$ cat config.mk
export PLATFORM = sky130hd
export DESIGN_NAME = per_device_rssi_kalman_unit
export DESIGN_NICKNAME = d
export VERILOG_FILES = /design/src/rtl/pdrk_pkg.sv /design/src/rtl/pdrk_ram.sv /design/src/rtl/pdrk_div.sv /design/src/rtl/pdrk_mul.sv /design/src/rtl/per_device_rssi_kalman_unit.sv
export VERILOG_INCLUDE_DIRS = /design/src /design/src/rtl
export SDC_FILE = /design/constraint.sdc
export NUM_CORES = 2
export LEC_CHECK = 0
export ABC_AREA = 0
export ABC_CLOCK_PERIOD_IN_PS = 9750
export BUFFER_PORTS_ARGS = -buffer_cell sky130_fd_sc_hd__buf_2
export CELL_PAD_IN_SITES_DETAIL_PLACEMENT = 1
export CELL_PAD_IN_SITES_GLOBAL_PLACEMENT = 1
export CORE_MARGIN = 1.5
export CORE_UTILIZATION = 49
export CTS_CLUSTER_DIAMETER = 120
export CTS_CLUSTER_SIZE = 14
export DETAILED_ROUTE_END_ITERATION = 10
export GPL_TIMING_DRIVEN = 0
export PLACE_DENSITY_LB_ADDON = 0.1
export SLEW_MARGIN = 10
export SYNTH_ARGS = -nofsm -noshare
export SYNTH_HDL_FRONTEND = slang
export SYNTH_HIERARCHICAL = 1
export SYNTH_SLANG_ARGS = --single-unit
export TNS_END_PERCENT = 100
$ cat constraint.sdc
create_clock -name clk -period 9.75 [get_ports clk]
set_input_delay 1.4625 -clock clk [delete_from_list [all_inputs] [get_ports clk]]
set_output_delay 1.4625 -clock clk [all_outputs]
set_load 0.05 [all_outputs]
$ cat src/rtl/assert_macros.svh
// Assertion macros shared by the RSSI Kalman filter RTL.
`ifndef ASSERT_MACROS_SVH
`define ASSERT_MACROS_SVH

// Checks a property at every rising clock edge outside of reset.
`define PDRK_ASSERT(lbl, prop, msg) \
	lbl: assert property (@(posedge clk) disable iff (!arst_n) prop) else $error(msg);

// Checks that a condition in one cycle implies another in the next cycle.
`define PDRK_ASSERT_NEXT(lbl, ante, cons, msg) \
	lbl: assert property (@(posedge clk) disable iff (!arst_n) (ante) |=> (cons)) else $error(msg);

`endif

$ cat src/rtl/pdrk_pkg.sv
// Package with the constants, types and codes of the RSSI Kalman filter.
`timescale 1ns / 1ps
`default_nettype none
package pdrk_pkg;

	localparam int SLOT_COUNT      = 64;
	localparam int RSSI_BITS       = 16;
	localparam int VARIANCE_BITS   = 18;
	localparam int SLOT_FIELD_BITS = 6;
	localparam int CFG_BITS        = 18;
	localparam int CFG_IDX_W       = 1;
	localparam int GAIN_W          = 16;

	localparam int SLOT_W  = (SLOT_COUNT > 1) ? $clog2(SLOT_COUNT) : 1;
	localparam int SUM_W   = ((VARIANCE_BITS > CFG_BITS) ? VARIANCE_BITS : CFG_BITS) + 1;
	localparam int MUL_A_W = GAIN_W + 2;
	localparam int MUL_B_W = ((RSSI_BITS + 1 > VARIANCE_BITS) ? RSSI_BITS + 1 : VARIANCE_BITS) + 1;
	localparam int MUL_P_W = MUL_A_W + MUL_B_W;

	localparam int IN_DATA_W  = ((SLOT_FIELD_BITS + RSSI_BITS + 7) / 8) * 8;
	localparam int OUT_DATA_W = ((SLOT_FIELD_BITS + RSSI_BITS + 7) / 8) * 8;

	localparam logic [GAIN_W:0]          ONE_Q16  = {1'b1, {GAIN_W{1'b0}}};
	localparam logic [GAIN_W-1:0]        GAIN_MAX = '1;
	localparam logic [VARIANCE_BITS-1:0] VAR_MAX  = '1;
	localparam logic [VARIANCE_BITS-1:0] VAR_INIT =
		(VARIANCE_BITS > GAIN_W) ? VARIANCE_BITS'(ONE_Q16) : VAR_MAX;

	localparam logic [CFG_BITS-1:0] PROCESS_NOISE_RESET     = CFG_BITS'(66);
	localparam logic [CFG_BITS-1:0] MEASUREMENT_NOISE_RESET = CFG_BITS'(6554);

	typedef enum logic [CFG_IDX_W-1:0] {
		REG_PROCESS_NOISE,
		REG_MEASUREMENT_NOISE
	} cfg_reg_t;

	typedef enum logic [2:0] {
		ST_IDLE,
		ST_READ,
		ST_DIV_START,
		ST_DIV_WAIT,
		ST_MUL_EST,
		ST_MUL_VAR,
		ST_VAR,
		ST_WRITE
	} state_t;

	typedef struct packed {
		logic              done;
		logic [GAIN_W-1:0] quotient;
	} div_result_t;

endpackage
`default_nettype wire

$ cat src/rtl/pdrk_ram.sv
// Generic single-port RAM with a registered read.
`timescale 1ns / 1ps
`default_nettype none
module pdrk_ram #(
	parameter int WIDTH = 16,
	parameter int DEPTH = 64
) (
	input  wire logic                                        clk,
	input  wire logic                                        we,
	input  wire logic [((DEPTH > 1) ? $clog2(DEPTH) : 1)-1:0] addr,
	input  wire logic [WIDTH-1:0]                            wdata,
	output      logic [WIDTH-1:0]                            rdata
);

	logic [WIDTH-1:0] mem_q [DEPTH];
	logic [WIDTH-1:0] rdata_q;

	always_ff @(posedge clk) begin
		if (we) begin
			mem_q[addr] <= wdata;
		end
		rdata_q <= mem_q[addr];
	end

	assign rdata = rdata_q;

endmodule
`default_nettype wire

$ cat src/rtl/pdrk_div.sv
// Iterative restoring divider that forms the filter gain one bit per cycle.
`timescale 1ns / 1ps
`default_nettype none
`include "assert_macros.svh"
module pdrk_div
	import pdrk_pkg::*;
(
	input  wire logic             clk,
	input  wire logic             arst_n,
	input  wire logic             start,
	input  wire logic [SUM_W-1:0] num,
	input  wire logic [SUM_W-1:0] den,
	output      div_result_t      res
);

	localparam int CNT_W = $clog2(GAIN_W + 1);

	logic              busy_q;
	logic [CNT_W-1:0]  cnt_q;
	logic [SUM_W-1:0]  rem_q;
	logic [SUM_W-1:0]  den_q;
	logic [GAIN_W-1:0] quo_q;
	logic [SUM_W:0]    rem2;
	logic              ge;
	logic [SUM_W-1:0]  rem_next;

	always_comb begin
		rem2     = {rem_q, 1'b0};
		ge       = rem2 >= {1'b0, den_q};
		rem_next = ge ? SUM_W'(rem2 - {1'b0, den_q}) : SUM_W'(rem2);
	end

	always_ff @(posedge clk or negedge arst_n) begin
		if (!arst_n) begin
			busy_q <= 1'b0;
			cnt_q  <= '0;
		end else if (start) begin
			busy_q <= 1'b1;
			cnt_q  <= CNT_W'(GAIN_W);
		end else if (busy_q) begin
			if (cnt_q == '0) begin
				busy_q <= 1'b0;
			end else begin
				cnt_q <= cnt_q - CNT_W'(1);
			end
		end
	end

	always_ff @(posedge clk) begin
		if (start) begin
			rem_q <= num;
			den_q <= den;
			quo_q <= '0;
		end else if (busy_q && (cnt_q != '0)) begin
			rem_q <= rem_next;
			quo_q <= {quo_q[GAIN_W-2:0], ge};
		end
	end

	assign res.done     = busy_q && (cnt_q == '0);
	assign res.quotient = quo_q;

	`PDRK_ASSERT(a_div_start_idle, start |-> !busy_q, "divider started while busy")
	`PDRK_ASSERT(a_div_latency, start |-> ##(GAIN_W + 1) res.done, "divider result late")

endmodule
`default_nettype wire

$ cat src/rtl/pdrk_mul.sv
// Shared signed multiplier with a registered product.
`timescale 1ns / 1ps
`default_nettype none
module pdrk_mul
	import pdrk_pkg::*;
(
	input  wire logic                      clk,
	input  wire logic signed [MUL_A_W-1:0] a,
	input  wire logic signed [MUL_B_W-1:0] b,
	output      logic signed [MUL_P_W-1:0] p_q
);

	always_ff @(posedge clk) begin
		p_q <= a * b;
	end

endmodule
`default_nettype wire

$ cat src/rtl/per_device_rssi_kalman_unit.sv
// Top level of the per-slot RSSI Kalman filter with its sequencer and slot tables.
//
// Channel  Dir  Fields (lowest bit first)
// s_*      in   tdata: device_slot[5:0], rssi_sample[21:6]
// m_*      out  tdata: slot_echo[5:0], filtered_rssi[21:6]; tuser: first_sample
// cfg_*    in   index 0 process_noise, index 1 measurement_noise
//
// A beat for a new slot passes the read and write states and is registered as a result.
// A seen slot adds divider, multiply and variance states; the gain divider has 16 steps.
// With a zero measurement noise the divider is skipped for a seen slot.
// s_tready returns in the same cycle that the registered result raises m_tvalid.
// Reset clears the seen flags; table entries are read only once written.
// A result waiting on m_tready holds the next item in the write stage, with s_tready low.
`timescale 1ns / 1ps
`default_nettype none
`include "assert_macros.svh"
module per_device_rssi_kalman_unit
	import pdrk_pkg::*;
(
	input  wire logic                  clk,
	input  wire logic                  arst_n,
	input  wire logic                  s_tvalid,
	output      logic                  s_tready,
	input  wire logic [IN_DATA_W-1:0]  s_tdata,   // device_slot, rssi_sample
	output      logic                  m_tvalid,
	input  wire logic                  m_tready,
	output      logic [OUT_DATA_W-1:0] m_tdata,   // slot_echo, filtered_rssi
	output      logic [0:0]            m_tuser,   // first_sample
	input  wire logic                  cfg_valid,
	output      logic                  cfg_ready,
	input  wire logic [CFG_IDX_W-1:0]  cfg_index,
	input  wire logic [CFG_BITS-1:0]   cfg_data
);

	state_t state_q;
	state_t state_next;

	logic [CFG_BITS-1:0]         pn_q;
	logic [CFG_BITS-1:0]         mn_q;
	logic [SLOT_COUNT-1:0]       seen_q;
	logic [SLOT_FIELD_BITS-1:0]  slot_field_q;
	logic [SLOT_W-1:0]           slot_q;
	logic signed [RSSI_BITS-1:0] sample_q;
	logic signed [RSSI_BITS-1:0] est_q;
	logic [VARIANCE_BITS-1:0]    pred_q;
	logic [VARIANCE_BITS-1:0]    var_q;
	logic [GAIN_W-1:0]           gain_q;
	logic                        first_q;

	logic                        m_tvalid_q;
	logic [SLOT_FIELD_BITS-1:0]  m_slot_q;
	logic [RSSI_BITS-1:0]        m_rssi_q;
	logic                        m_first_q;

	logic [SLOT_W-1:0]           in_slot;
	logic [SLOT_W-1:0]           ram_addr;
	logic                        ram_we;
	logic [RSSI_BITS-1:0]        est_rd;
	logic [VARIANCE_BITS-1:0]    var_rd;
	logic [SUM_W-1:0]            pred_sum;
	logic [SUM_W-1:0]            den;
	logic                        div_trivial;
	logic                        div_start;
	div_result_t                 div_res;
	logic signed [RSSI_BITS:0]   diff;
	logic signed [MUL_A_W-1:0]   mul_a;
	logic signed [MUL_B_W-1:0]   mul_b;
	logic signed [MUL_P_W-1:0]   mul_p;
	logic                        out_free;
	logic                        in_beat;

	assign in_slot     = SLOT_W'(s_tdata[SLOT_FIELD_BITS-1:0] % SLOT_COUNT);
	assign in_beat     = s_tvalid && s_tready;
	assign out_free    = !m_tvalid_q || m_tready;
	assign pred_sum    = SUM_W'(var_rd) + SUM_W'(pn_q);
	assign den         = SUM_W'(pred_q) + SUM_W'(mn_q);
	assign div_trivial = (den == '0) || (SUM_W'(pred_q) >= den);
	assign diff        = $signed({sample_q[RSSI_BITS-1], sample_q})
	                   - $signed({est_q[RSSI_BITS-1], est_q});
	assign cfg_ready   = 1'b1;

	pdrk_ram #(.WIDTH(RSSI_BITS), .DEPTH(SLOT_COUNT)) u_est_ram (
		.clk   (clk),
		.we    (ram_we),
		.addr  (ram_addr),
		.wdata (est_q),
		.rdata (est_rd)
	);

	pdrk_ram #(.WIDTH(VARIANCE_BITS), .DEPTH(SLOT_COUNT)) u_var_ram (
		.clk   (clk),
		.we    (ram_we),
		.addr  (ram_addr),
		.wdata (var_q),
		.rdata (var_rd)
	);

	pdrk_div u_div (
		.clk    (clk),
		.arst_n (arst_n),
		.start  (div_start),
		.num    (SUM_W'(pred_q)),
		.den    (den),
		.res    (div_res)
	);

	pdrk_mul u_mul (
		.clk (clk),
		.a   (mul_a),
		.b   (mul_b),
		.p_q (mul_p)
	);

	always_comb begin
		state_next = state_q;
		case (state_q)
			ST_IDLE: begin
				if (s_tvalid) begin
					state_next = ST_READ;
				end
			end
			ST_READ: begin
				state_next = seen_q[slot_q] ? ST_DIV_START : ST_WRITE;
			end
			ST_DIV_START: begin
				state_next = div_trivial ? ST_MUL_EST : ST_DIV_WAIT;
			end
			ST_DIV_WAIT: begin
				if (div_res.done) begin
					state_next = ST_MUL_EST;
				end
			end
			ST_MUL_EST: state_next = ST_MUL_VAR;
			ST_MUL_VAR: state_next = ST_VAR;
			ST_VAR:     state_next = ST_WRITE;
			ST_WRITE: begin
				if (out_free) begin
					state_next = ST_IDLE;
				end
			end
			default: state_next = ST_IDLE;
		endcase
	end

	always_comb begin
		s_tready  = 1'b0;
		ram_we    = 1'b0;
		ram_addr  = in_slot;
		div_start = 1'b0;
		mul_a     = MUL_A_W'($signed({1'b0, gain_q}));
		mul_b     = MUL_B_W'(diff);
		case (state_q)
			ST_IDLE: s_tready = 1'b1;
			ST_DIV_START: div_start = !div_trivial;
			ST_MUL_VAR: begin
				mul_a = MUL_A_W'($signed({1'b0, ONE_Q16 - {1'b0, gain_q}}));
				mul_b = MUL_B_W'($signed({1'b0, pred_q}));
			end
			ST_WRITE: begin
				ram_addr = slot_q;
				ram_we   = out_free;
			end
			default: ;
		endcase
	end

	always_ff @(posedge clk or negedge arst_n) begin
		if (!arst_n) begin
			state_q    <= ST_IDLE;
			pn_q       <= PROCESS_NOISE_RESET;
			mn_q       <= MEASUREMENT_NOISE_RESET;
			seen_q     <= '0;
			m_tvalid_q <= 1'b0;
		end else begin
			state_q <= state_next;
			if (cfg_valid && cfg_ready) begin
				case (cfg_reg_t'(cfg_index))
					REG_PROCESS_NOISE:     pn_q <= cfg_data;
					REG_MEASUREMENT_NOISE: mn_q <= cfg_data;
					default: ;
				endcase
			end
			if (state_q == ST_WRITE && out_free) begin
				seen_q[slot_q] <= 1'b1;
				m_tvalid_q     <= 1'b1;
			end else if (m_tready) begin
				m_tvalid_q <= 1'b0;
			end
		end
	end

	always_ff @(posedge clk) begin
		if (in_beat) begin
			slot_field_q <= s_tdata[SLOT_FIELD_BITS-1:0];
			slot_q       <= in_slot;
			sample_q     <= s_tdata[SLOT_FIELD_BITS +: RSSI_BITS];
		end
		case (state_q)
			ST_READ: begin
				first_q <= !seen_q[slot_q];
				if (seen_q[slot_q]) begin
					est_q  <= est_rd;
					pred_q <= (pred_sum > SUM_W'(VAR_MAX)) ? VAR_MAX
					                                        : VARIANCE_BITS'(pred_sum);
				end else begin
					est_q <= sample_q;
					var_q <= VAR_INIT;
				end
			end
			ST_DIV_START: gain_q <= (den == '0) ? '0 : GAIN_MAX;
			ST_DIV_WAIT: begin
				if (div_res.done) begin
					gain_q <= div_res.quotient;
				end
			end
			ST_MUL_VAR: est_q <= est_q + RSSI_BITS'(mul_p >>> GAIN_W);
			ST_VAR:     var_q <= mul_p[GAIN_W +: VARIANCE_BITS];
			ST_WRITE: begin
				if (out_free) begin
					m_slot_q  <= slot_field_q;
					m_rssi_q  <= est_q;
					m_first_q <= first_q;
				end
			end
			default: ;
		endcase
	end

	assign m_tvalid = m_tvalid_q;
	assign m_tdata  = OUT_DATA_W'({m_rssi_q, m_slot_q});
	assign m_tuser  = m_first_q;

	`PDRK_ASSERT(a_out_from_write, $rose(m_tvalid_q) |-> $past(state_q == ST_WRITE), "stray beat")
	`PDRK_ASSERT_NEXT(a_accept_reads, in_beat, state_q == ST_READ, "accepted beat did not start a table read")
	`PDRK_ASSERT(a_div_only_seen, div_start |-> seen_q[slot_q], "gain division for an unseen slot")

endmodule
`default_nettype wire
## Yosys cells after proc, flatten, opt, wreduce, memory -nomap -nowiden

Memories as Yosys holds them, arrays and structs flattened. A register that Yosys moved wholly into a read port is not among the register bits.
Cells that the tools add are included.

- Register bits: 312
- Output and inout bits: 28
- Bits of input ports: 48
- Memories kept: 2
- Logic and storage cells: 115
- Memory bits (writable): 2176

Memory list:

| name | words | bits a word | rd ports | clocked after Yosys merged registers in | wr ports | line | RTL |
|---|---|---|---|---|---|---|---|
| u_var_ram.mem_q | 64 | 18 | 1 | 1 | 1 | pdrk_ram.sv:15 | `logic [WIDTH-1:0] mem_q [DEPTH];` |
| u_est_ram.mem_q | 64 | 16 | 1 | 1 | 1 | pdrk_ram.sv:15 |  |

- Add/subtract/negate cells: 7
- $mul: 1
- Mux-type cells: 36
- Eq/ne operators: 12
- Reduce and logical (&&, ||, !) cells: 28
- Magnitude comparators: 5
- Bitwise operators: 2

Operators with widths:

| cell | number |
|---|---|
| OR 64 bit | 1 |
| one-hot mux 16 bit (2 select lines) | 2 |
| 2-to-1 mux 18 bit | 3 |
| 2-to-1 mux 16 bit | 3 |
| adder 18 x 18 -> 19 bit | 2 |
| 2-to-1 mux 19 bit | 2 |
| one-hot mux 18 bit (2 select lines) | 1 |
| multiplier 18 x 19 -> 34 bit | 1 |
| one-hot mux 3 bit (8 select lines) | 1 |
| greater-or-equal comparator 20 x 19 -> 1 bit | 1 |
| greater-or-equal comparator 18 x 19 -> 1 bit | 1 |
| greater-than comparator 19 x 18 -> 1 bit, second input constant | 1 |
| zero test 19 bit | 1 |
| subtractor 19 bit | 1 |
| 2-to-1 mux 17 bit | 1 |
| subtractor 16 x 16 -> 17 bit | 1 |
| subtractor 17 x 16 -> 17 bit, first input constant | 1 |
| adder 16 bit | 1 |
| 2-to-1 mux 3 bit | 5 |
| 2-to-1 mux 5 bit | 3 |
| AND reduction 2 bit | 7 |
| == test 3 bit, second input constant | 4 |
| 2-to-1 mux 1 bit | 12 |
| nonzero test 2 bit | 6 |
| 17 further kinds | 29 |

## Logic depth before layout (Yosys ltp)

- Word-level depth: 7
- Mapped depth: 35
- Mapped depth without buffers: 34

## By module

The synthesis kept the hierarchy.

Modules (own cells, without submodules):

| module | area an instance (um2) | sequential area each (um2) | cells each | instances |
|---|---|---|---|---|
| pdrk_ram at u_var_ram | 44637.8 | 34953.5 | 2552 | 1 |
| pdrk_ram at u_est_ram | 39480.4 | 31069.8 | 2264 | 1 |
| pdrk_mul | 13590.5 | 740.7 | 1464 | 1 |
| per_device_rssi_kalman_unit | 12985.0 | 6037.0 | 1236 | 1 |
| pdrk_div | 3457.1 | 1611.5 | 346 | 1 |

## Worst setup path after synthesis

Ideal clock, no wire load.

- Kind: reg-to-reg
- Start point: register est_q[1]
- End point: register u_mul/p_q[36] (netlist name)
- Data required time: 9629 ps
- Path slack: 663 ps
- Setup time: 121 ps
- Period minus slack after synthesis: 9087 ps
- Path buffers: 1
- Data arrival time: 8967 ps
- Cell stages (with the launch flop): 33
- Path through: edfxtp_1 inv_1 ha_1 nor2b_1 o21ai_0 a21boi_0 o221a_2 o221ai_1 o21ai_0 o41ai_1 xor2_1 o21ai_0 clkbuf_1 and2_1 fa_1 inv_1 fa_1 fa_1 inv_1 fa_1 fa_1 inv_1 fa_1 inv_1 ha_1 nand4_1 or2_1 or3_1 o221ai_2 o31ai_4 o311ai_4 o221ai_2 xnor2_1

RTL lines:

| element | line | RTL |
|---|---|---|
| start: declaration | per_device_rssi_kalman_unit.sv:44 | `logic signed [RSSI_BITS-1:0] est_q;` |
| start signal: assignment | per_device_rssi_kalman_unit.sv:202 | `est_q <= est_rd;` |
| start signal: assignment | per_device_rssi_kalman_unit.sv:206 | `est_q <= sample_q;` |
| start signal: assignment | per_device_rssi_kalman_unit.sv:216 | `ST_MUL_VAR: est_q <= est_q + RSSI_BITS'(mul_p >>> GAIN_W);` |

## Worst setup path after layout

- Start point: register state_q[0]
- End point: register u_mul.p_q[32]

- Cells in the longest elaborated chain, start to end: 3
- Elaborated cells on any way between the ends: 4
- Classes of those cells: mul (1); eq/ne (1); mux (2)

Ends and longest elaborated chain:

| element | line | RTL |
|---|---|---|
| start: declaration | per_device_rssi_kalman_unit.sv:35 | `state_t state_q;` |
| start signal: assignment | per_device_rssi_kalman_unit.sv:175 | `state_q <= state_next;` |
| == test 3 bit | per_device_rssi_kalman_unit.sv:152 | `case (state_q)` |
| 2-to-1 mux 17 bit | per_device_rssi_kalman_unit.sv:152 |  |
| via mul_a[14] | per_device_rssi_kalman_unit.sv:66 | `logic signed [MUL_A_W-1:0] mul_a;` |
| multiplier 18 x 19 -> 34 bit | pdrk_mul.sv:14 | `p_q <= a * b;` |
| end signal: assignment | pdrk_mul.sv:14 |  |
| end: declaration | pdrk_mul.sv:10 | `output logic signed [MUL_P_W-1:0] p_q` |

The timed path passes the listed nets, and every way through them passes these cells.
A chain may end at the register's enable or synchronous reset.

==> flow_summary_export.csv <==
group,metric,value,unit
worst_setup_path,critPathBufInv,8,
timing,min_period,9390,ps
floorplan,die_h,483,um
timing,setup_viol,0,
cts,cts_inserted_buffers,197,
timing,skew,103,ps
global_route,groute.usage.overall,33.7,%
timing,setup_ws,355,ps
drt,dr_total_vias,73866,
global_route,grt_pass1_wl,561,mm
floorplan,die_x,483,um
worst_setup_path,slowest_delay,640,ps
cts,htreeDepth,4,
floorplan,io_pins,76,
drt,route.detailed.drc,0,
worst_setup_path,crit_path_frequent_cell,"fa_1",
placed_design,dp_slack,-1010,ps
placed_design,gp_congestion,0.987,
worst_setup_path,cp_top_family,"adder cells",
floorplan,dieArea,233000,um2
drt,wl_per_cell,34.8,um
synth,syn_area,113000,um2
cells_and_area,final_util,55.3,%
synth,avgSynthCellArea,14.6,um2
cts,clock-sinks,2506,
timing,hold_violations,0,
cts,cts_root_buf,"clkbuf_16",
worst_setup_path,start_kind,"flip-flop",
drt,routed_via_density,6.50,
cells_and_area,drive_gt1_share,13.0,%
floorplan,core_area,229000,um2
global_route,grt_pass1_vias,75605,
worst_setup_path,end_kind,"flip-flop",
worst_setup_path,slowest_stage,"clkbuf_1",
drt,first_pass_iters,6,
timing,worst_slew_pin_slew,1370,ps
synth,synth_warnings,6,
global_route,grt_max_degree,74,
cells_and_area,area_growth,12.4,%
cts,clockBufferDepth,3,
hold_path,hp-class,"flip-flop to flip-flop",
placed_design,io_buffers,70,
job,maxCapViolations,0,
drt,ant_nets,0,
global_route,grt_remaining_overflow,0,
worst_setup_path,path_class,"flip-flop to flip-flop",
cts,path_clk_slew,70,ps
cts,tritoncts,"done",
timing,maxSlewHeadroom,8.95,%
timing,finalMaxSlewViolations,0,
cts,hold_buffers,0,
timing,clock.fmax,0.106,GHz
placed_design,hpwl,288,mm
timing,period_share,96.4,%
floorplan,initial_core_util,49.2,%
global_route,antenna_found_initial,29,
drt,drtIter0Drc,9400,
status,outcome,"finished, final reports clean",
floorplan,placementRows,176,
synth,syn_inst,7741,
timing,hold_ws,419,ps
worst_setup_path,cp_num_cells,28,
hold_path,hold_depth,0,
worst_setup_path,required,10450,ps
worst_setup_path,reg2reg_depth,28,
drt,routed_wl,396,mm
worst_setup_path,cp_max_fo,16,
cts,clk_latency,900,ps
cells_and_area,fin_nets,8803,
timing,rsz0062_at_grt,"yes",
worst_setup_path,critPathArrivalTime,10090,ps
## metrics by stage
stage / instance area, um2 / instances / setup TNS (ps)
4_1_cts: 127000 / 11332 / 0
2_1_floorplan: 113000 / 7747 / 0
3_3_place_gp: 117000 / 10843 / -44290
6_report: 127000 / 11363 / 0
3_5_place_dp: 121000 / 11040 / -7170
5_1_grt: 127000 / 11353 / -117
## worst paths after layout
path / end / from / slack, ps
max reg2reg: u_mul/p_q[32]$_DFF_P_ / state_q[0]$_DFFE_PN0P_ / 360
max: u_mul/p_q[32]$_DFF_P_ / state_q[0]$_DFFE_PN0P_ / 360
max in group asynchronous: mn_q[4]$_DFFE_PN1P_ / arst_n / 8400
min: m_slot_q[1]$_DFFE_PP_ / slot_q[1]$_DFFE_PP_ / 420
min reg2reg: m_slot_q[1]$_DFFE_PP_ / slot_q[1]$_DFFE_PP_ / 420
min in group asynchronous: seen_q[48]$_DFFE_PN0P_ / arst_n / 500
## layout by cell type, fill, tap and decap left out, types with 124 or more instances in the layout
| master | instances |
|---|---|
| a21oi_1 | 235 |
| a221oi_1 | 281 |
| a22oi_1 | 342 |
| and2_1 | 190 |
| buf_2 | 228 |
| buf_8 | 124 |
| clkbuf_1 | 269 |
| clkbuf_16 | 201 |
| edfxtp_1 | 2328 |
| fa_1 | 336 |
| ha_1 | 199 |
| inv_1 | 471 |
| mux2i_1 | 311 |
| nand2_1 | 399 |
| nor2_1 | 366 |
| o21ai_0 | 174 |
## worst register-to-register path, delay by kind of cell (launching register included)
family	cells	cell delay [ps]
flops	1	340
buf+inv	8	2250
fa+ha+maj	7	3680
simple gates	8	1710
xor+xnor	2	550
compound gates	3	790
## routing by layer
layer | up-vias | global-route usage, % | share of wire (%)
met5 | - | 0 | 0.0066
met2 | 3856 | 53.4 | 47
met3 | 945 | 5.68 | 8.4
met1 | 38698 | 44.2 | 38
li1 | 30363 | - | -
met4 | 4 | 19.2 | 6.8
## final cells by class
type,count,area [um2]
Fill cell,21785,103000
Sequential cell,2506,74000
Multi-Input combinational cell,4307,35800
Clock buffer,275,5310
Timing Repair Buffer,276,3800
Tap cell,3026,3790
Buffer,458,2200
Inverter,474,1780
Clock inverter,11,200
Antenna cell,30,75.1
## flip-flops by register name, indices dropped and copies added, names as in the netlist, 18 cells and up
name,flops
u_est_ram/mem_q,1024
u_var_ram/mem_q,1152
seen_q,64
u_var_ram/rdata,18
pred_q,18
pn_q,18
var_q,18
u_mul/p_q,18
mn_q,18
u_div/den_q,19
u_div/rem_q,19
## what timing repair did
item | CTS | global route
endpoints found under the setup margin | 14 | 11
buffers inserted | 7 | 2
cloned | 0 | 0
resized for setup | 25 | 38
pin swaps | 1 | 4
Power is left out: the tool's default activity adds up to more than one toggle a clock period on the data nets, which glitch-free logic cannot reach.
